## config.mk

```make
export PLATFORM = sky130hd
export DESIGN_NAME = text_cell_pixel_compositor_unit
export DESIGN_NICKNAME = d
export VERILOG_FILES = /design/src/rtl/core/tcpc_pkg.sv /design/src/rtl/core/text_cell_pixel_compositor_unit.sv /design/src/rtl/core/tcpc_coverage.sv
export SDC_FILE = /design/constraint.sdc
export NUM_CORES = 1
export LEC_CHECK = 0
export BUFFER_PORTS_ARGS = -buffer_cell sky130_fd_sc_hd__buf_2
export CAP_MARGIN = 10
export CORE_ASPECT_RATIO = 0.8
export CORE_MARGIN = 10
export CORE_UTILIZATION = 56
export DETAILED_ROUTE_END_ITERATION = 8
export PLACE_DENSITY = 0.77
export SYNTH_ARGS = -nofsm -noshare
export SYNTH_HDL_FRONTEND = slang
export SYNTH_HIERARCHICAL = 1
export SYNTH_SLANG_ARGS = --single-unit
```

## constraint.sdc

```tcl
create_clock -name clk -period 12.5 [get_ports clk]
set_clock_uncertainty 0.1 [all_clocks]
set_input_delay 2.5 -clock clk [delete_from_list [all_inputs] [get_ports clk]]
set_output_delay 2.5 -clock clk [all_outputs]
set_load 0.01 [all_outputs]
```

## src/rtl/core/tcpc_pkg.sv

```systemverilog
// ----------------------------------------------------------------------------
// tcpc_pkg
// Shared types, register codes and palette helpers for the text cell pixel
// compositor.
// ----------------------------------------------------------------------------
package tcpc_pkg;

  localparam int PALETTE_SIZE = 16;
  localparam int PAL_IDX_W    = $clog2(PALETTE_SIZE);

  localparam int CW_W      = 6;   // cell_width register
  localparam int CH_W      = 7;   // cell_height register
  localparam int CFG_IDX_W = 2;
  localparam int CFG_DAT_W = 7;

  typedef enum logic [CFG_IDX_W-1:0] {
    REG_CELL_WIDTH  = 2'd0,
    REG_CELL_HEIGHT = 2'd1
  } cfg_reg_t;

  typedef struct packed {
    logic right_border;
    logic left_border;
    logic top_border;
    logic underline;
    logic line_draw;
    logic inverse;
  } style_t;

  typedef struct packed {
    logic [7:0] red;
    logic [7:0] green;
    logic [7:0] blue;
  } rgb_t;

  function automatic logic [15:0] pal565(input logic [PAL_IDX_W-1:0] idx);
    logic [15:0] c;
    case (idx)
      4'd0:    c = 16'h0000;
      4'd1:    c = 16'h0010;
      4'd2:    c = 16'h0400;
      4'd3:    c = 16'h0410;
      4'd4:    c = 16'h8000;
      4'd5:    c = 16'h8010;
      4'd6:    c = 16'h8400;
      4'd7:    c = 16'h8410;
      4'd8:    c = 16'h4208;
      4'd9:    c = 16'h001F;
      4'd10:   c = 16'h07E0;
      4'd11:   c = 16'h07FF;
      4'd12:   c = 16'hF800;
      4'd13:   c = 16'hF81F;
      4'd14:   c = 16'hFFE0;
      4'd15:   c = 16'hFFFF;
      default: c = 16'h0000;
    endcase
    return c;
  endfunction

  // Widen RGB565 to RGB888 by replicating the top bits into the low bits.
  function automatic rgb_t expand565(input logic [15:0] c);
    rgb_t p;
    p.red   = {c[15:11], c[15:13]};
    p.green = {c[10:5],  c[10:9]};
    p.blue  = {c[4:0],   c[4:2]};
    return p;
  endfunction

endpackage

```

## src/rtl/core/text_cell_pixel_compositor_unit.sv

```systemverilog
// ----------------------------------------------------------------------------
// text_cell_pixel_compositor_unit
// Three-stage pixel pipeline: palette and coverage, blend products, and the
// divide by 255 into the output register.
// ----------------------------------------------------------------------------
//  channel | direction | handshake             | payload
//  in_     | input     | in_valid / in_ready   | character, indices, style, links,
//          |           |                       | column, row, glyph alpha
//  out_    | output    | out_valid / out_ready | red, green, blue
//  cfg_    | input     | cfg_valid / cfg_ready | cfg_index, cfg_data
//
// One item per clock is accepted unless an output stall backs up into the first
// stage; each result passes through the three register stages before it leaves.
// Reset empties the pipeline and loads cell_width 8, cell_height 16.
// A stall at the output holds each full stage; empty stages ahead still fill.
// Configuration writes are always taken.
// ----------------------------------------------------------------------------
module text_cell_pixel_compositor_unit (
  input  logic                           clk,
  input  logic                           rst_n,
  input  logic                           in_valid,
  output logic                           in_ready,
  input  logic [7:0]                     in_character,
  input  logic [3:0]                     in_fg_index,
  input  logic [3:0]                     in_bg_index,
  input  logic [5:0]                     in_style_flags,
  input  logic [3:0]                     in_neighbor_links,
  input  logic [4:0]                     in_pixel_col,
  input  logic [5:0]                     in_pixel_row,
  input  logic [7:0]                     in_glyph_alpha,
  output logic                           out_valid,
  input  logic                           out_ready,
  output logic [7:0]                     out_red,
  output logic [7:0]                     out_green,
  output logic [7:0]                     out_blue,
  input  logic                           cfg_valid,
  output logic                           cfg_ready,
  input  logic [tcpc_pkg::CFG_IDX_W-1:0] cfg_index,
  input  logic [tcpc_pkg::CFG_DAT_W-1:0] cfg_data
);
  import tcpc_pkg::*;

  logic [CW_W-1:0] cell_width_r;
  logic [CH_W-1:0] cell_height_r;

  style_t          style;
  logic [3:0]      fg_sel;
  logic [3:0]      bg_sel;
  logic [7:0]      alpha;

  logic            go1, go2, go3;
  logic            v1_r, v2_r, v3_r;
  rgb_t            fg1_r, bg1_r;
  logic [7:0]      a1_r;
  logic [7:0]      a1_inv;
  logic [15:0]     sr2_r, sg2_r, sb2_r;
  logic [15:0]     sr2_nxt, sg2_nxt, sb2_nxt;
  rgb_t            out_r, out_nxt;

  assign cfg_ready = 1'b1;

  always_ff @(posedge clk) begin
    if (!rst_n) begin
      cell_width_r  <= CW_W'(8);
      cell_height_r <= CH_W'(16);
    end else if (cfg_valid) begin
      case (cfg_index)
        REG_CELL_WIDTH:  cell_width_r  <= cfg_data[CW_W-1:0];
        REG_CELL_HEIGHT: cell_height_r <= cfg_data[CH_W-1:0];
        default: ;
      endcase
    end
  end

  // Each stage moves on when the stage after it is empty or moving on too.
  assign go3      = !v3_r || out_ready;
  assign go2      = !v2_r || go3;
  assign go1      = !v1_r || go2;
  assign in_ready = go1;

  assign style  = style_t'(in_style_flags);
  assign fg_sel = style.inverse ? in_bg_index : in_fg_index;
  assign bg_sel = style.inverse ? in_fg_index : in_bg_index;

  tcpc_coverage u_coverage (
    .character      (in_character),
    .style          (style),
    .neighbor_links (in_neighbor_links),
    .pixel_col      (in_pixel_col),
    .pixel_row      (in_pixel_row),
    .glyph_alpha    (in_glyph_alpha),
    .cell_width     (cell_width_r),
    .cell_height    (cell_height_r),
    .alpha          (alpha)
  );

  assign a1_inv = 8'd255 - a1_r;

  // Blend sums: f*a + b*(255-a), at most 255*255 so 16 bits hold them.
  always_comb begin
    sr2_nxt = {8'd0, fg1_r.red}   * {8'd0, a1_r} + {8'd0, bg1_r.red}   * {8'd0, a1_inv};
    sg2_nxt = {8'd0, fg1_r.green} * {8'd0, a1_r} + {8'd0, bg1_r.green} * {8'd0, a1_inv};
    sb2_nxt = {8'd0, fg1_r.blue}  * {8'd0, a1_r} + {8'd0, bg1_r.blue}  * {8'd0, a1_inv};
  end

  // Exact x/255 for x below 65535: (x + 1 + (x >> 8)) >> 8.
  always_comb begin
    out_nxt.red   = 8'(({1'b0, sr2_r} + 17'd1 + 17'(sr2_r[15:8])) >> 8);
    out_nxt.green = 8'(({1'b0, sg2_r} + 17'd1 + 17'(sg2_r[15:8])) >> 8);
    out_nxt.blue  = 8'(({1'b0, sb2_r} + 17'd1 + 17'(sb2_r[15:8])) >> 8);
  end

  always_ff @(posedge clk) begin
    if (!rst_n) begin
      v1_r <= 1'b0;
      v2_r <= 1'b0;
      v3_r <= 1'b0;
    end else begin
      if (go1) v1_r <= in_valid;
      if (go2) v2_r <= v1_r;
      if (go3) v3_r <= v2_r;
    end
  end

  always_ff @(posedge clk) begin
    if (go1 && in_valid) begin
      fg1_r <= expand565(pal565(fg_sel));
      bg1_r <= expand565(pal565(bg_sel));
      a1_r  <= alpha;
    end
    if (go2 && v1_r) begin
      sr2_r <= sr2_nxt;
      sg2_r <= sg2_nxt;
      sb2_r <= sb2_nxt;
    end
    if (go3 && v2_r) begin
      out_r <= out_nxt;
    end
  end

  assign out_valid = v3_r;
  assign out_red   = out_r.red;
  assign out_green = out_r.green;
  assign out_blue  = out_r.blue;

  // A result can only appear after the product stage held an item.
  a_out_from_stage2: assert property (@(posedge clk) disable iff (!rst_n)
    $rose(v3_r) |-> $past(v2_r))
    else $error("result appeared without an item in the product stage");

  // A full product stage behind a stalled output keeps its item.
  a_stage2_held: assert property (@(posedge clk) disable iff (!rst_n)
    (v2_r && !go3) |=> v2_r)
    else $error("product stage lost an item during a stall");

  // An empty pipeline always takes an item.
  a_empty_ready: assert property (@(posedge clk) disable iff (!rst_n)
    (!v1_r && !v2_r && !v3_r) |-> in_ready)
    else $error("empty pipeline refused an item");

endmodule

```

## src/rtl/core/tcpc_coverage.sv

```systemverilog
// ----------------------------------------------------------------------------
// tcpc_coverage
// Works out the coverage of one pixel: line-drawing strokes, borders and
// underline, falling back to the glyph alpha.
// ----------------------------------------------------------------------------
module tcpc_coverage (
  input  logic [7:0]               character,
  input  tcpc_pkg::style_t         style,
  input  logic [3:0]               neighbor_links,
  input  logic [4:0]               pixel_col,
  input  logic [5:0]               pixel_row,
  input  logic [7:0]               glyph_alpha,
  input  logic [tcpc_pkg::CW_W-1:0] cell_width,
  input  logic [tcpc_pkg::CH_W-1:0] cell_height,
  output logic [7:0]               alpha
);
  import tcpc_pkg::*;

  localparam logic [7:0] CHR_MINUS = 8'h2D;
  localparam logic [7:0] CHR_PIPE  = 8'h7C;
  localparam logic [7:0] CHR_PLUS  = 8'h2B;
  localparam logic [7:0] CHR_J     = 8'h6A;
  localparam logic [7:0] CHR_K     = 8'h6B;
  localparam logic [7:0] CHR_L     = 8'h6C;
  localparam logic [7:0] CHR_M     = 8'h6D;
  localparam logic [7:0] CHR_N     = 8'h6E;
  localparam logic [7:0] CHR_Q     = 8'h71;
  localparam logic [7:0] CHR_T     = 8'h74;
  localparam logic [7:0] CHR_U     = 8'h75;
  localparam logic [7:0] CHR_V     = 8'h76;
  localparam logic [7:0] CHR_W     = 8'h77;
  localparam logic [7:0] CHR_X     = 8'h78;

  // Direction mask bits: left, right, up, down.
  localparam logic [3:0] DIR_L = 4'b0001;
  localparam logic [3:0] DIR_R = 4'b0010;
  localparam logic [3:0] DIR_U = 4'b0100;
  localparam logic [3:0] DIR_D = 4'b1000;

  logic [3:0] base_dirs;
  logic [3:0] dirs;
  logic [4:0] mid_col;
  logic [5:0] mid_row;
  logic       on_row;
  logic       on_col;
  logic       stroke;
  logic       edge_hit;

  always_comb begin
    case (character)
      CHR_MINUS, CHR_Q: base_dirs = DIR_L | DIR_R;
      CHR_PIPE,  CHR_X: base_dirs = DIR_U | DIR_D;
      CHR_PLUS,  CHR_N: base_dirs = DIR_L | DIR_R | DIR_U | DIR_D;
      CHR_L:            base_dirs = DIR_R | DIR_D;
      CHR_K:            base_dirs = DIR_L | DIR_D;
      CHR_M:            base_dirs = DIR_R | DIR_U;
      CHR_J:            base_dirs = DIR_L | DIR_U;
      CHR_T:            base_dirs = DIR_R | DIR_U | DIR_D;
      CHR_U:            base_dirs = DIR_L | DIR_U | DIR_D;
      CHR_V:            base_dirs = DIR_L | DIR_R | DIR_U;
      CHR_W:            base_dirs = DIR_L | DIR_R | DIR_D;
      default:          base_dirs = 4'b0000;
    endcase
  end

  always_comb begin
    dirs = 4'b0000;
    if (style.line_draw) begin
      dirs = base_dirs;
      // A plus sign joins whatever neighbours reach towards it, or all four when none do.
      if (character == CHR_PLUS) begin
        dirs = (neighbor_links != 4'b0000) ? neighbor_links : 4'b1111;
      end
    end
  end

  assign mid_col = cell_width[CW_W-1:1];
  assign mid_row = cell_height[CH_W-1:1];

  assign on_row = (pixel_row == mid_row) &&
                  ((dirs[0] && dirs[1]) || (dirs[0] && pixel_col <= mid_col) ||
                   (dirs[1] && pixel_col >= mid_col));
  assign on_col = (pixel_col == mid_col) &&
                  ((dirs[2] && dirs[3]) || (dirs[2] && pixel_row <= mid_row) ||
                   (dirs[3] && pixel_row >= mid_row));
  assign stroke = on_row || on_col;

  // Last row and column are compared as index + 1, so a zero size never hits.
  assign edge_hit =
      (style.underline    && ({1'b0, pixel_row} + 7'd1 == cell_height)) ||
      (style.top_border   && (pixel_row == 6'd0)) ||
      (style.left_border  && (pixel_col == 5'd0)) ||
      (style.right_border && ({1'b0, pixel_col} + 6'd1 == cell_width));

  always_comb begin
    if (edge_hit) begin
      alpha = 8'd255;
    end else if (dirs != 4'b0000) begin
      alpha = stroke ? 8'd255 : 8'd0;
    end else begin
      alpha = glyph_alpha;
    end
  end

endmodule
```

==> results.sh <==
export IMPL_status="completed"
export IMPL_port_buffers=84
export IMPL_min_period_over_period_pct=49.4
export IMPL_gr_total_overflow=0
export IMPL_die_width_um=216
export IMPL_ant_nets=0
export IMPL_synth_most_common_cell="inv_1"
export IMPL_vias=11500
export IMPL_fin_hold_ws_ps=378
export IMPL_period_needed_ps=6180
export IMPL_timing_fmax_mhz=162
export IMPL_core_region_area_mm2=0.0304
export IMPL_antenna_found_initial=0
export IMPL_ys_async_sr_fraction_pct=0
export IMPL_grt_pass1_vias=12400
export IMPL_drv_cap=0
export IMPL_r2r_setup_slack_ps=6320
export IMPL_synth_enable_flop_cells=98
export IMPL_wl_mm=35.9
export IMPL_startpoint_type="register"
export IMPL_die_h_um=177
export IMPL_path_max_fanout=18
export IMPL_synth_seq_cells=114
export IMPL_synth_top_cell_by_area="fa_1"
export IMPL_hp_class="reg2reg"
export IMPL_num_rows=57
export IMPL_setup_tns_ps=0
export IMPL_r2r_worst_path_cells=18
export IMPL_htreeDepth=4
export IMPL_clock_path_buffers=2
export IMPL_vias_per_cell=5.19
export IMPL_endpoint="sb2_r[13]"
export IMPL_place_congestion=0.926
export IMPL_grt_use_total_pct=19.7
export IMPL_clk_latency_ps=440
export IMPL_setup_viol=0
export IMPL_drive_gt1_share_pct=7.69
export IMPL_worstMarginPinSlew_ps=973
export IMPL_avgSynthCellArea_um2=10.0
export IMPL_synth_top_area_share_pct=31.5
export IMPL_ctsResizeCount=0
export IMPL_drc=0
export IMPL_hpwlAfterDp_mm=30.3
export IMPL_slew_limit_headroom_pct=35.0
export IMPL_wl_per_cell_um=16.2
export IMPL_cts_buffers=17
export IMPL_rsz0062_at_grt="false"
export IMPL_netlist_instances=1718
export IMPL_cp_required_ps=12630
export IMPL_initial_core_util_pct=56.7
export IMPL_grt_max_degree=33
export IMPL_holdBufCountCts=0
export IMPL_synth_distinct_cells=67
export IMPL_path_class="reg2reg"
export IMPL_ys_flop_type="edfxtp_1"
export IMPL_slew_viol_final=0
export IMPL_worstPathArrival_ps=6300
export IMPL_hold_viol=0
export IMPL_die_area_mm2=0.0382
export IMPL_timing_rr_start="a1_r[1]"
export IMPL_end_kind="register"
export IMPL_netlist_top_cells_area="fa_1 31%, edfxtp_1 17%, ha_1 16%"
export IMPL_synth_cells_most_frequent="463 x inv_1, 271 x fa_1, 221 x ha_1, 98 x edfxtp_1, 96 x nand2_1"
export IMPL_syn_to_final_growth_pct=8.43
export IMPL_utilization_pct=61.5
export IMPL_cts_tree="done"
export IMPL_cts_sinks=114
export IMPL_grt_pass1_wl_mm=60.6
export IMPL_postCtsSetupBuffers=0
export IMPL_cts_root_buf="clkbuf_16"
export IMPL_drt_first_pass_iters=5
export IMPL_rr_endpoint="sb2_r[13]"
export IMPL_syn_area_mm2=0.0172
export IMPL_seq_area_frac_synth_pct=18.9
export IMPL_ios=86
export IMPL_crit_path_start="a1_r[1]"
export IMPL_nets=2345
export IMPL_clk_transition_reported_paths_ps=70
export IMPL_drt_iter0_markers=724
export IMPL_ys_warnings_count=6
-- worst max-delay path, cell delays in order, from the launching register on --
cell       delay, ps
edfxtp_1         820
and2_1           370
inv_1            100
fa_1             520
fa_1             520
fa_1             440
fa_1             510
inv_1             50
fa_1             520
inv_1             50
fa_1             470
inv_1             40
ha_1             310
nand2_1           60
o21ai_0          220
o21ai_2          120
o21ai_2          260
nor3b_1          110
a2111oi_2        370
-- kinds of logic (layout without fill, tap and decap cells) --
kind of cell / Yosys count / count (layout) / synth area share (%)
buffers and inverters: 494 / 581 / 10.9
AOI/OAI and AO/OA: 157 / 157 / 5.81
and+or+nand+nor: 348 / 348 / 11.0
xor gates and xnor gates: 88 / 88 / 4.47
adders and majority gates: 492 / 492 / 47.5
muxes: 23 / 23 / 1.34
other: 2 / 5 / 0.0436
DFF: 114 / 114 / 18.9
-- placed cells by master, fill, tap and decap left out, types with 3 or more instances in the layout --
master     instances
xor2_1            25
a21oi_1           59
or2_2              4
nand4b_1           4
inv_6              3
a21o_1            17
nand2_1           96
nor3_1            10
clkbuf_16         17
and4_1             3
nand2b_1          36
o21a_1             5
conb_1             4
xnor2_1           63
inv_1            463
ha_1             221
bufinv_16          3
a31oi_1            7
mux2i_1           22
buf_2             84
nor2_1            40
o211ai_1           3
nand3b_1           7
a211oi_1           5
clkinv_4           6
and2_1            29
nand3_1           22
fa_1             271
o21ai_0           26
dfxtp_1           16
a21boi_0           3
nand4_1           11
edfxtp_1          98
nor2b_1           68
o21bai_1           4
-- cell type report --
type | count | area, um2
Timing Repair Buffer | 86 | 435
Tap cell | 413 | 517
Clock inverter | 15 | 183
Antenna cell | 1 | 2.50
Sequential cell | 114 | 3260
Clock buffer | 17 | 425
Multi-Input combinational cell | 1112 | 12100
Fill cell | 2497 | 11700
Inverter | 463 | 1740
-- per-stage QoR --
step / cell area (um2) / cells / setup WS, ps
2_1_floorplan: 17200 / 1720 / 5760
3_3_place_gp: 18100 / 2188 / 6490
3_5_place_dp: 18100 / 2188 / 6410
4_1_cts: 18700 / 2220 / 6380
5_1_grt: 18700 / 2220 / 5950
6_report: 18700 / 2221 / 6320
-- worst min path at each step --
stage | startpoint | endpoint | cells past startpoint
4_1_cts | cell_width_r[3] | cell_width_r[3] | 2
2_1_floorplan | cell_width_r[3] | cell_width_r[3] | 2
3_3_place_gp | cell_width_r[3] | cell_width_r[3] | 2
3_5_place_dp | cell_width_r[3] | cell_width_r[3] | 2
6_report | cell_width_r[3] | cell_width_r[3] | 2
5_1_grt | cell_width_r[3] | cell_width_r[3] | 2
-- flip-flops by register name (all words and copies together), names as in the netlist --
name	count
out_red	8
bg1_r	9
out_valid	1
v1_r	1
sg2_r	16
cell_height_r	7
out_green	8
sr2_r	16
out_blue	8
cell_width_r	6
v2_r	1
fg1_r	9
a1_r	8
sb2_r	16
-- per-layer routing --
| metal | routed length, um | global-route usage (%) | vias up |
|---|---|---|---|
| li1 | - | - | 5512 |
| met4 | 417 | 4.59 | 0 |
| met2 | 17800 | 33.6 | 285 |
| met3 | 2060 | 3.89 | 32 |
| met1 | 15700 | 25.5 | 5695 |
| met5 | 0 | 0 | - |
Power is not shown: default switching activity piles up to over one toggle a cycle in this logic, so the estimate is an artifact.
